### src/rtl/dihc_pkg.sv
// Shared types, type codes and dependency functions for the dual-issue hazard control block.
package dihc_pkg;

  // Instruction type codes. Codes above T_SPECIAL behave as ALU work with no registers.
  localparam logic [3:0] T_NOP     = 4'd0;
  localparam logic [3:0] T_RTYPE   = 4'd1;
  localparam logic [3:0] T_ITYPE   = 4'd2;
  localparam logic [3:0] T_LOAD    = 4'd3;
  localparam logic [3:0] T_STORE   = 4'd4;
  localparam logic [3:0] T_BRANCH  = 4'd5;
  localparam logic [3:0] T_JUMP    = 4'd6;
  localparam logic [3:0] T_JREG    = 4'd7;
  localparam logic [3:0] T_SPECIAL = 4'd8;

  // One instruction as it travels down a lane.
  typedef struct packed {
    logic [3:0]  kind;
    logic [7:0]  src_a;
    logic [7:0]  src_b;
    logic [7:0]  dest;
    logic [31:0] pc;
  } insn_t;

  localparam insn_t NOP_INSN = '{kind: T_NOP, src_a: 8'd0, src_b: 8'd0, dest: 8'd0, pc: 32'd0};

  // One result item.
  typedef struct packed {
    logic [1:0] consumed;
    logic       finished;
    insn_t      alu;
    insn_t      ls;
  } result_t;

  // Loads and stores go to the load/store lane.
  function automatic logic is_mem(insn_t p);
    return (p.kind == T_LOAD) || (p.kind == T_STORE);
  endfunction

  // Branch, jump and jump register redirect fetch.
  function automatic logic is_ctrl(insn_t p);
    return (p.kind == T_BRANCH) || (p.kind == T_JUMP) || (p.kind == T_JREG);
  endfunction

  function automatic logic writes_reg(insn_t p);
    return (p.kind == T_LOAD) || (p.kind == T_RTYPE) || (p.kind == T_ITYPE);
  endfunction

  // True when instruction q reads register r.
  function automatic logic reads_reg(insn_t q, logic [7:0] r);
    logic hit;
    hit = 1'b0;
    case (q.kind) inside
      T_STORE, T_RTYPE, T_BRANCH: hit = (q.src_a == r) || (q.src_b == r);
      T_JREG, T_ITYPE, T_LOAD:    hit = (q.src_a == r);
      default:                    hit = 1'b0;
    endcase
    return hit;
  endfunction

  // True when q needs the result that p writes.
  function automatic logic depends(insn_t p, insn_t q);
    return writes_reg(p) && reads_reg(q, p.dest);
  endfunction

endpackage

### src/rtl/dihc_issue.sv
// Issue slotting: places the two oldest pending instructions into the fetch slots.
module dihc_issue (
  input  logic           first_valid_i,
  input  logic           second_valid_i,
  input  dihc_pkg::insn_t first_i,
  input  dihc_pkg::insn_t second_i,
  output dihc_pkg::insn_t alu_slot_o,
  output dihc_pkg::insn_t ls_slot_o,
  output logic [1:0]     consumed_o
);
  import dihc_pkg::*;

  insn_t first;
  insn_t second;
  logic  pair;

  // A missing second instruction counts as a nop; a missing first ends the trace.
  assign first  = first_valid_i ? first_i : NOP_INSN;
  assign second = (first_valid_i && second_valid_i) ? second_i : NOP_INSN;

  // Pair two instructions only when they suit different lanes and are independent.
  always_comb begin
    alu_slot_o = NOP_INSN;
    ls_slot_o  = NOP_INSN;
    pair       = 1'b0;
    if (first_valid_i) begin
      if (is_mem(first)) begin
        ls_slot_o = first;
        if (!depends(first, second) && !is_mem(second)) begin
          alu_slot_o = second;
          pair       = 1'b1;
        end
      end else if (is_ctrl(first)) begin
        alu_slot_o = first;
      end else begin
        alu_slot_o = first;
        if (!depends(first, second) && is_mem(second)) begin
          ls_slot_o = second;
          pair      = 1'b1;
        end
      end
    end
  end

  // Count only instructions that were really present.
  always_comb begin
    consumed_o = 2'd0;
    if (first_valid_i) begin
      consumed_o = (pair && second_valid_i) ? 2'd2 : 2'd1;
    end
  end

endmodule

### src/rtl/dual_issue_pipeline_hazard_control.sv
// Top level: two-lane in-order pipeline state, hazard detection and the result buffer.
// The result of an item is registered in the output buffer when the item is accepted.
// Throughput: one item per cycle while in_stall_o is low; the pipeline state advances once per accepted item.
// A two-entry output buffer keeps items flowing while one result waits to be taken.
// Reset clears all stages and fetch slots to nops, reloads the drain counter
// with DRAIN_CYCLES and leaves the block not halted with an empty output buffer.
module dual_issue_pipeline_hazard_control #(
  parameter int DRAIN_CYCLES = 4
) (
  input  logic        clk_i,
  input  logic        rst_ni,
  input  logic        in_valid_i,
  output logic        in_stall_o,
  input  logic        first_valid_i,
  input  logic [3:0]  first_type_i,
  input  logic [7:0]  first_src_a_i,
  input  logic [7:0]  first_src_b_i,
  input  logic [7:0]  first_dest_i,
  input  logic [31:0] first_pc_i,
  input  logic        second_valid_i,
  input  logic [3:0]  second_type_i,
  input  logic [7:0]  second_src_a_i,
  input  logic [7:0]  second_src_b_i,
  input  logic [7:0]  second_dest_i,
  input  logic [31:0] second_pc_i,
  output logic        out_valid_o,
  input  logic        out_stall_i,
  output logic [1:0]  consumed_o,
  output logic        finished_o,
  output logic [3:0]  alu_type_o,
  output logic [7:0]  alu_src_a_o,
  output logic [7:0]  alu_src_b_o,
  output logic [7:0]  alu_dest_o,
  output logic [31:0] alu_pc_o,
  output logic [3:0]  ls_type_o,
  output logic [7:0]  ls_src_a_o,
  output logic [7:0]  ls_src_b_o,
  output logic [7:0]  ls_dest_o,
  output logic [31:0] ls_pc_o
);
  import dihc_pkg::*;

  localparam int DW = $clog2(DRAIN_CYCLES + 1);
  // IF/ID, ID/EX and EX/MEM are stored; MEM/WB lives in the result register.
  localparam int NSTG = 3;

  insn_t   fetch_q [2];
  insn_t   alu_st_q [NSTG];
  insn_t   ls_st_q [NSTG];
  logic [DW-1:0] drain_q;
  logic    halted_q;

  result_t main_q, skid_q, res;
  logic    main_v_q, skid_v_q;

  insn_t   first, second, alu_slot, ls_slot;
  logic [1:0] consumed;
  logic    in_acc, out_acc, halt_now, stall, control, advance_fetch;

  assign in_acc  = in_valid_i && !skid_v_q;
  assign out_acc = main_v_q && !out_stall_i;
  assign in_stall_o = skid_v_q;

  assign first  = '{kind: first_type_i, src_a: first_src_a_i, src_b: first_src_b_i,
                    dest: first_dest_i, pc: first_pc_i};
  assign second = '{kind: second_type_i, src_a: second_src_a_i, src_b: second_src_b_i,
                    dest: second_dest_i, pc: second_pc_i};

  dihc_issue u_issue (
    .first_valid_i  (first_valid_i),
    .second_valid_i (second_valid_i),
    .first_i        (first),
    .second_i       (second),
    .alu_slot_o     (alu_slot),
    .ls_slot_o      (ls_slot),
    .consumed_o     (consumed)
  );

  // Halt once the trace has ended and draining is complete.
  assign halt_now = halted_q || (!first_valid_i && (drain_q == '0));

  // Load-use hazard against either instruction in decode, and the control bubble behind a branch or jump.
  assign stall = (ls_st_q[1].kind == T_LOAD) &&
                 (reads_reg(alu_st_q[0], ls_st_q[1].dest) ||
                  reads_reg(ls_st_q[0], ls_st_q[1].dest));
  assign control = is_ctrl(alu_st_q[0]);
  assign advance_fetch = !stall && !control;

  // Result of this item: the instructions moving into writeback.
  always_comb begin
    res.consumed = 2'd0;
    res.finished = 1'b0;
    res.alu      = alu_st_q[2];
    res.ls       = ls_st_q[2];
    if (halt_now) begin
      res.finished = 1'b1;
      res.alu      = NOP_INSN;
      res.ls       = NOP_INSN;
    end else if (advance_fetch) begin
      res.consumed = consumed;
    end
  end

  // Pipeline state advances once per accepted item until the block halts; fetch state only with no stall or bubble.
  always_ff @(posedge clk_i or negedge rst_ni) begin
    if (!rst_ni) begin
      for (int i = 0; i < 2; i++) begin
        fetch_q[i] <= NOP_INSN;
      end
      for (int i = 0; i < NSTG; i++) begin
        alu_st_q[i] <= NOP_INSN;
        ls_st_q[i]  <= NOP_INSN;
      end
      drain_q  <= DRAIN_CYCLES[DW-1:0];
      halted_q <= 1'b0;
    end else if (in_acc) begin
      if (halt_now) begin
        halted_q <= 1'b1;
      end else begin
        alu_st_q[2] <= alu_st_q[1];
        ls_st_q[2]  <= ls_st_q[1];
        if (stall) begin
          alu_st_q[1] <= NOP_INSN;
          ls_st_q[1]  <= NOP_INSN;
        end else begin
          alu_st_q[1] <= alu_st_q[0];
          ls_st_q[1]  <= ls_st_q[0];
          if (control) begin
            alu_st_q[0] <= NOP_INSN;
            ls_st_q[0]  <= NOP_INSN;
          end else begin
            alu_st_q[0] <= fetch_q[0];
            ls_st_q[0]  <= fetch_q[1];
          end
        end
        if (advance_fetch) begin
          fetch_q[0] <= alu_slot;
          fetch_q[1] <= ls_slot;
          if (!first_valid_i && (drain_q != '0)) begin
            drain_q <= drain_q - DW'(1);
          end
        end
      end
    end
  end

  // Two-entry output buffer: main register plus a skid entry.
  always_ff @(posedge clk_i or negedge rst_ni) begin
    if (!rst_ni) begin
      main_v_q <= 1'b0;
      skid_v_q <= 1'b0;
    end else begin
      if (skid_v_q) begin
        if (out_acc) begin
          main_v_q <= 1'b1;
          skid_v_q <= 1'b0;
        end
      end else if (in_acc) begin
        main_v_q <= 1'b1;
        if (main_v_q && !out_acc) begin
          skid_v_q <= 1'b1;
        end
      end else if (out_acc) begin
        main_v_q <= 1'b0;
      end
    end
  end

  // Payload side of the output buffer.
  always_ff @(posedge clk_i) begin
    if (skid_v_q) begin
      if (out_acc) begin
        main_q <= skid_q;
      end
    end else if (in_acc) begin
      if (!main_v_q || out_acc) begin
        main_q <= res;
      end else begin
        skid_q <= res;
      end
    end
  end

  assign out_valid_o = main_v_q;
  assign consumed_o  = main_q.consumed;
  assign finished_o  = main_q.finished;
  assign alu_type_o  = main_q.alu.kind;
  assign alu_src_a_o = main_q.alu.src_a;
  assign alu_src_b_o = main_q.alu.src_b;
  assign alu_dest_o  = main_q.alu.dest;
  assign alu_pc_o    = main_q.alu.pc;
  assign ls_type_o   = main_q.ls.kind;
  assign ls_src_a_o  = main_q.ls.src_a;
  assign ls_src_b_o  = main_q.ls.src_b;
  assign ls_dest_o   = main_q.ls.dest;
  assign ls_pc_o     = main_q.ls.pc;

endmodule

### config.mk
export PLATFORM = sky130hd
export DESIGN_NAME = dual_issue_pipeline_hazard_control
export DESIGN_NICKNAME = d
export VERILOG_FILES = /design/src/rtl/dihc_pkg.sv /design/src/rtl/dihc_issue.sv /design/src/rtl/dual_issue_pipeline_hazard_control.sv
export SDC_FILE = /design/constraint.sdc
export NUM_CORES = 1
export LEC_CHECK = 0
export ABC_AREA = 1
export BUFFER_PORTS_ARGS = -buffer_cell sky130_fd_sc_hd__buf_2
export CELL_PAD_IN_SITES_DETAIL_PLACEMENT = 1
export CELL_PAD_IN_SITES_GLOBAL_PLACEMENT = 2
export CORE_ASPECT_RATIO = 1.25
export CORE_MARGIN = 1
export CORE_UTILIZATION = 41
export DETAILED_ROUTE_END_ITERATION = 7
export GPL_TIMING_DRIVEN = 0
export PLACE_DENSITY = 0.92
export SLEW_MARGIN = 20
export SYNTH_ARGS = -nofsm -noshare
export SYNTH_HDL_FRONTEND = slang
export SYNTH_SLANG_ARGS = --single-unit
### constraint.sdc
create_clock -name clk_i -period 17.2 [get_ports clk_i]
set_clock_uncertainty 0.2 [all_clocks]
set_input_delay 3.44 -clock clk_i [delete_from_list [all_inputs] [get_ports clk_i]]
set_output_delay 3.44 -clock clk_i [all_outputs]
set_load 0.01 [all_outputs]
Word level (Yosys, flattened, before mapping)
Index checks and enable logic that the tools add are counted.
{ "word_totals": {"out_inout_bits": 125, "ff_bits": 732, "input_bits": 126} }
{ "classes": {"n_reduce_logical": 56, "n_addsub": 1, "n_bitwise": 4, "n_mux": 46, "eq_ne": 34} }
{ "op_table": {"columns": ["operator", "count"], "rows": [
  ["$mux W60", 13],
  ["$mux W123", 4],
  ["$mux W121", 1],
  ["$eq A4 B3 Y1 const B", 14],
  ["$eq A8 B8 Y1", 6],
  ["$eq A4 B2 Y1 const B", 9],
  ["$mux W1", 24],
  ["$reduce_or A3 Y1", 6],
  ["$eq A4 B1 Y1 const B", 4],
  ["$logic_or A1 B1 Y1", 14],
  ["$logic_and A1 B1 Y1", 13],
  ["$reduce_and A3 Y1", 4],
  ["$logic_not A1 Y1", 10],
  ["$mux W2", 4],
  ["$reduce_and A2 Y1", 3],
  ["$reduce_bool A2 Y1", 3],
  ["$not A1 Y1", 4],
  ["$reduce_and A4 Y1", 1],
  ["$logic_not A3 Y1", 1],
  ["$reduce_bool A3 Y1", 1],
  ["$sub A3 B1 Y3 const B", 1],
  ["$ne A2 B1 Y1 const B", 1]
]} }

Longest topological paths before layout
{ "logic_depth": {"depth_word": 24, "ltp_mapped": 16, "mapped_depth_nobuf": 14} }

Hierarchy
From an unflattened synthesis, not the netlist that was laid out.
{ "hier_totals": {"cells_unflattened": 3469, "hier_area_um2": 31209.9} }
{ "modules_own_cells": {"columns": ["mod", "n_inst", "area_per_inst_um2", "cells_each"], "rows": [
  ["dual_issue_pipeline_hazard_control", 1, 28408.5, 2839],
  ["dihc_issue", 1, 2801.4, 630]
]} }

Worst setup path after synthesis
OpenSTA, ideal clock, no wires.
{ "synth_path": {"kind": "input port to flip-flop", "start": "input port in_valid_i", "end": "register main_q, in the netlist alu_dest_o[0], enable pin", "path_stages": 4, "arrival_time_ns": 9.861, "slack_ns": 6.493, "path_cell_list": "nand2_1 clkbuf_1 o21a_1 a21oi_1"} }
{ "synth_via": {"elab_chain_cells": 3} }
{ "synth_lines": {"columns": ["item", "line", "rtl"], "rows": [
  ["start, declared", "dual_issue_pipeline_hazard_control.sv:12", "input logic in_valid_i,"],
  ["$logic_and A1 B1 Y1", "dual_issue_pipeline_hazard_control.sv:60", "assign in_acc = in_valid_i && !skid_v_q;"],
  ["$reduce_bool A2 Y1 (no source line)", null, null],
  ["$reduce_and A3 Y1 (no source line)", null, null],
  ["end signal, assigned", "dual_issue_pipeline_hazard_control.sv:173", "main_q <= skid_q;"],
  ["end signal, assigned", "dual_issue_pipeline_hazard_control.sv:177", "main_q <= res;"],
  ["end, declared", "dual_issue_pipeline_hazard_control.sv:53", "result_t main_q, skid_q, res;"]
]} }
Every way passes these cells.
A chain may end at the register's enable or synchronous reset.

Worst setup path after layout
{ "layout_path": {"start": "input port in_valid_i", "end": "register skid_q[75] (netlist bit), enable pin"} }
{ "layout_via": {"elab_chain_cells": 2} }
{ "layout_lines": {"columns": ["item", "line", "rtl"], "rows": [
  ["$logic_and A1 B1 Y1", "dual_issue_pipeline_hazard_control.sv:60", null],
  ["$reduce_and A3 Y1 (no source line)", null, null],
  ["end signal, assigned", "dual_issue_pipeline_hazard_control.sv:179", "skid_q <= res;"],
  ["end, declared", "dual_issue_pipeline_hazard_control.sv:53", null]
]} }
Every way passes these cells.

==> impl_metrics.prom <==
# TYPE chip_impl_metric gauge
chip_impl_metric{name="max-vdd-ir-drop",unit="V"} 0.0000628
chip_impl_info{name="synth.most_common_cell",value="sky130_fd_sc_hd__nand2_1"} 1
chip_impl_metric{name="gpl.final_weighted_congestion",unit=""} 0.897
chip_impl_metric{name="worst_ep_required_time",unit="ns"} 17.33
chip_impl_metric{name="maxCapViolCount",unit=""} 0
chip_impl_metric{name="fill_count",unit=""} 8734
chip_impl_metric{name="final_nets",unit=""} 3819
chip_impl_info{name="most_instantiated_cells_after_synthesis",value="1,194 x sky130_fd_sc_hd__nand2_1, 485 x sky130_fd_sc_hd__dfrtp_1, 417 x sky130_fd_sc_hd__o21ai_0, 262 x sky130_fd_sc_hd__nand3_1, 246 x sky130_fd_sc_hd__edfxtp_1"} 1
chip_impl_metric{name="wire_length_of_the_first_global_routing_pass",unit="mm"} 151
chip_impl_metric{name="antenna_found_initial",unit=""} 0
chip_impl_metric{name="post_drt_via_cell_ratio",unit=""} 5.13
chip_impl_info{name="cp-end-kind",value="flop"} 1
chip_impl_metric{name="fp.dieArea",unit="um2"} 76500
chip_impl_metric{name="synth_top_area_frac",unit=""} 0.393
chip_impl_metric{name="share_of_cells_above_drive_strength_1",unit=""} 0.132
chip_impl_info{name="r2r_start",value="in_stall_o$_DFF_PN0_"} 1
chip_impl_metric{name="maxSlewHeadroom",unit=""} 0.250
chip_impl_metric{name="grt_remaining_overflow",unit=""} 0
chip_impl_metric{name="finalWorstSetupSlack",unit="ns"} 11.11
chip_impl_metric{name="postSynthAreaPerCell",unit="um2"} 9.23
chip_impl_metric{name="ant_nets",unit=""} 0
chip_impl_metric{name="first_pass_iters",unit=""} 8
chip_impl_metric{name="port-buffer-count",unit=""} 250
chip_impl_metric{name="yosys_warnings",unit=""} 0
chip_impl_metric{name="fin_setup_tns",unit="ns"} 0
chip_impl_info{name="timing.critical_path.from",value="in_valid_i"} 1
chip_impl_metric{name="cts_post_setup_buffers_inserted",unit=""} 0
chip_impl_metric{name="cts-hold-fix-buffers",unit=""} 0
chip_impl_info{name="path_class",value="in -> reg"} 1
chip_impl_metric{name="cts-resized-gates",unit=""} 0
chip_impl_metric{name="slew_violations",unit=""} 0
chip_impl_metric{name="setup-violations-final",unit=""} 0
chip_impl_metric{name="area.growth.synth_to_final",unit="%"} 17.0
chip_impl_metric{name="die_height",unit="um"} 309
chip_impl_metric{name="synth_enable_flop_cells",unit=""} 246
chip_impl_metric{name="synth-compound-area-share",unit=""} 0.0868
chip_impl_metric{name="hpwl",unit="mm"} 74.7
chip_impl_metric{name="fin_crit_sh",unit=""} 0.354
chip_impl_metric{name="synth_simple_gate_area_frac",unit=""} 0.212
chip_impl_metric{name="whs",unit="ns"} 0.274
chip_impl_metric{name="post-route-drc-count",unit=""} 20
chip_impl_metric{name="synth.mux.area_fraction",unit=""} 0
chip_impl_metric{name="wirelength",unit="mm"} 97.2
chip_impl_metric{name="cts_max_path_buffers",unit=""} 3
chip_impl_metric{name="synth_nets",unit=""} 3477
chip_impl_info{name="synth_top_family_by_area",value="simple AND/OR/NAND/NOR gates"} 1
chip_impl_metric{name="detailed_route_wire_length_per_cell",unit="um"} 20.6
chip_impl_metric{name="std_cell_rows",unit=""} 112
chip_impl_metric{name="synth-seq-cells",unit=""} 732
chip_impl_metric{name="cts_inserted_buffers",unit=""} 73
chip_impl_metric{name="n_antenna_cell",unit=""} 0
chip_impl_metric{name="yosys.cell_types.count",unit=""} 35
chip_impl_info{name="status",value="finished, violations left"} 1
chip_impl_metric{name="finalWorstPathRequiredPeriod",unit="ns"} 6.09
chip_impl_metric{name="worst-slew-pin-transition",unit="ns"} 1.12
chip_impl_metric{name="p_per_area",unit="nW/um2"} 117
chip_impl_info{name="failed_checks",value="design-rule violations"} 1
chip_impl_metric{name="coreArea",unit="um2"} 74600
chip_impl_metric{name="first_global_vias",unit=""} 25200
chip_impl_metric{name="count_of_mapped_cells_out_of_synthesis",unit=""} 3349
chip_impl_metric{name="achievable-frequency",unit="MHz"} 164
chip_impl_info{name="root_buffer",value="sky130_fd_sc_hd__clkbuf_16"} 1
chip_impl_metric{name="finalHoldViolations",unit=""} 0
chip_impl_metric{name="power_leakage",unit="nW"} 18.1
chip_impl_metric{name="worstSkewPairLatency",unit="ns"} 0.63
chip_impl_metric{name="synthArstFlopShare",unit=""} 0.664
chip_impl_metric{name="critical_path_peak_fanout",unit=""} 26
chip_impl_metric{name="start_util",unit=""} 0.414
chip_impl_metric{name="htreeDepth",unit=""} 3
chip_impl_info{name="start_kind",value="input port"} 1
chip_impl_info{name="rsz0062_at_grt",value="false"} 1
chip_impl_metric{name="vias",unit=""} 24200
chip_impl_info{name="synth.area.top_cells",value="sky130_fd_sc_hd__dfrtp_1 39%, sky130_fd_sc_hd__edfxtp_1 24%, sky130_fd_sc_hd__nand2_1 15%"} 1
chip_impl_metric{name="worstPathArrival",unit="ns"} 6.22
chip_impl_metric{name="global_route.usage.total",unit=""} 0.260
chip_impl_info{name="timing.hold.worst.class",value="reg -> reg"} 1
chip_impl_metric{name="post-place-ws",unit="ns"} 10.47
chip_impl_metric{name="power",unit="mW"} 4.22
chip_impl_metric{name="ys_seq_area_frac",unit=""} 0.633
chip_impl_metric{name="synth_fa_ha_area_frac",unit=""} 0.000810
chip_impl_info{name="synth.largest_area_cell",value="sky130_fd_sc_hd__dfrtp_1"} 1
chip_impl_metric{name="summed_instance_area_of_the_synthesized_netlist",unit="um2"} 30900
chip_impl_info{name="synth-main-ff-cell",value="sky130_fd_sc_hd__dfrtp_1"} 1
chip_impl_metric{name="io_pins",unit=""} 251
chip_impl_metric{name="clock_sinks",unit=""} 732
chip_impl_metric{name="die_w",unit="um"} 248
chip_impl_metric{name="clk_pin_slew",unit="ns"} 0.06
chip_impl_metric{name="grt_max_degree",unit=""} 102
chip_impl_metric{name="synth-xor-area-share",unit=""} 0.00737
chip_impl_metric{name="drt_first_iter_violations",unit=""} 1519
chip_impl_metric{name="rrSetupSlack",unit="ns"} 12.75
chip_impl_info{name="hold_path.startpoint",value="fetch_q[73]$_DFFE_PN0P_"} 1
chip_impl_info{name="tritoncts",value="done"} 1
==> kinds of logic (layout without fill, tap and decap cells) <==
kind of cell	Yosys count	count (layout)
AND/OR/NAND/NOR	1633	1633
AO/OA/AOI/OAI	506	506
adder cells (fa/ha/maj)	2	2
XOR/XNOR	26	26
buffers and inverters	450	851
flip-flops	732	732
==> sequential cells by signal, indices dropped and copies added, names as in the netlist, 2 cells and up <==
name,cells
alu_dest_o,8
fetch_q,120
drain_q,3
ls_src_b_o,8
ls_st_q,180
alu_st_q,180
ls_pc_o,32
consumed_o,2
ls_src_a_o,8
alu_type_o,4
ls_type_o,4
alu_src_a_o,8
alu_src_b_o,8
skid_q,123
ls_dest_o,8
alu_pc_o,32
==> worst max-delay path, stage by stage <==
cell                       delay (ns)
sky130_fd_sc_hd__buf_2           0.09
sky130_fd_sc_hd__nand2_1         0.44
sky130_fd_sc_hd__clkbuf_1        0.53
sky130_fd_sc_hd__clkbuf_1        0.39
sky130_fd_sc_hd__nor2_4          0.61
sky130_fd_sc_hd__buf_16          0.25
sky130_fd_sc_hd__buf_12          0.20
sky130_fd_sc_hd__buf_12          0.21
==> per-layer routing <==
metal  routed length (um)  GRT usage  vias to the layer above
met1                43300      0.351                    12000
met3                 3590     0.0274                      142
met4                 2530     0.0809                        0
li1                     -          -                    11500
met2                47800      0.439                      515
met5                    0          0                        -
==> cells in the final DEF (no fill, tap or decap), types with 56 or more instances in the layout <==
master                         n
sky130_fd_sc_hd__a22oi_1      56
sky130_fd_sc_hd__buf_2       337
sky130_fd_sc_hd__clkbuf_1    126
sky130_fd_sc_hd__clkbuf_16    77
sky130_fd_sc_hd__dfrtp_1     485
sky130_fd_sc_hd__edfxtp_1    246
sky130_fd_sc_hd__inv_1       217
sky130_fd_sc_hd__nand2_1    1194
sky130_fd_sc_hd__nand3_1     262
sky130_fd_sc_hd__nor2_1      150
sky130_fd_sc_hd__o21ai_0     417
==> layout make-up <==
type                    count  area [um2]  area share
flip-flops and latches    732       19600       0.541
multi-input cells        2167        9490       0.263
clock buffers             118        2200      0.0609
repair buffers            267        1710      0.0472
well taps                 969        1210      0.0335
plain buffers             228        1040      0.0288
inverters                 222         836      0.0231
clock inverters            16         115     0.00318
==> power by group <==
part           total [mW]  switching (mW)  leakage (nW)  internal (mW)
logic               0.615           0.425          8.74          0.190
clock network        1.57           0.673          1.14          0.893
registers            2.04          0.0384          8.18           2.00
total                4.22            1.14          18.1           3.08
==> path summary, 6_finish.rpt <==
| path | to | cells past startpoint |
|---|---|---|
| max in group asynchronous | ls_st_q[171]$_DFFE_PN0P_ | 5 |
| worst max-delay path | skid_q[75]$_DFFE_PP_ | 8 |
| worst max register to register | skid_q[75]$_DFFE_PP_ | 9 |
| worst min register to register | alu_st_q[133]$_DFFE_PN0P_ | 2 |
| worst min-delay path | alu_st_q[133]$_DFFE_PN0P_ | 2 |
| min in group asynchronous | alu_st_q[37]$_DFFE_PN0P_ | 1 |
==> through the flow <==
step                instance area, um2  instances   util
global placement                 33400       4568  0.448
detailed placement               33800       4585  0.454
floorplan                        30900       3349      -
CTS                              36200       4719  0.485
finish                           36200       4719  0.485
global route                     36200       4719  0.485
(Power assumes the default switching activity.)
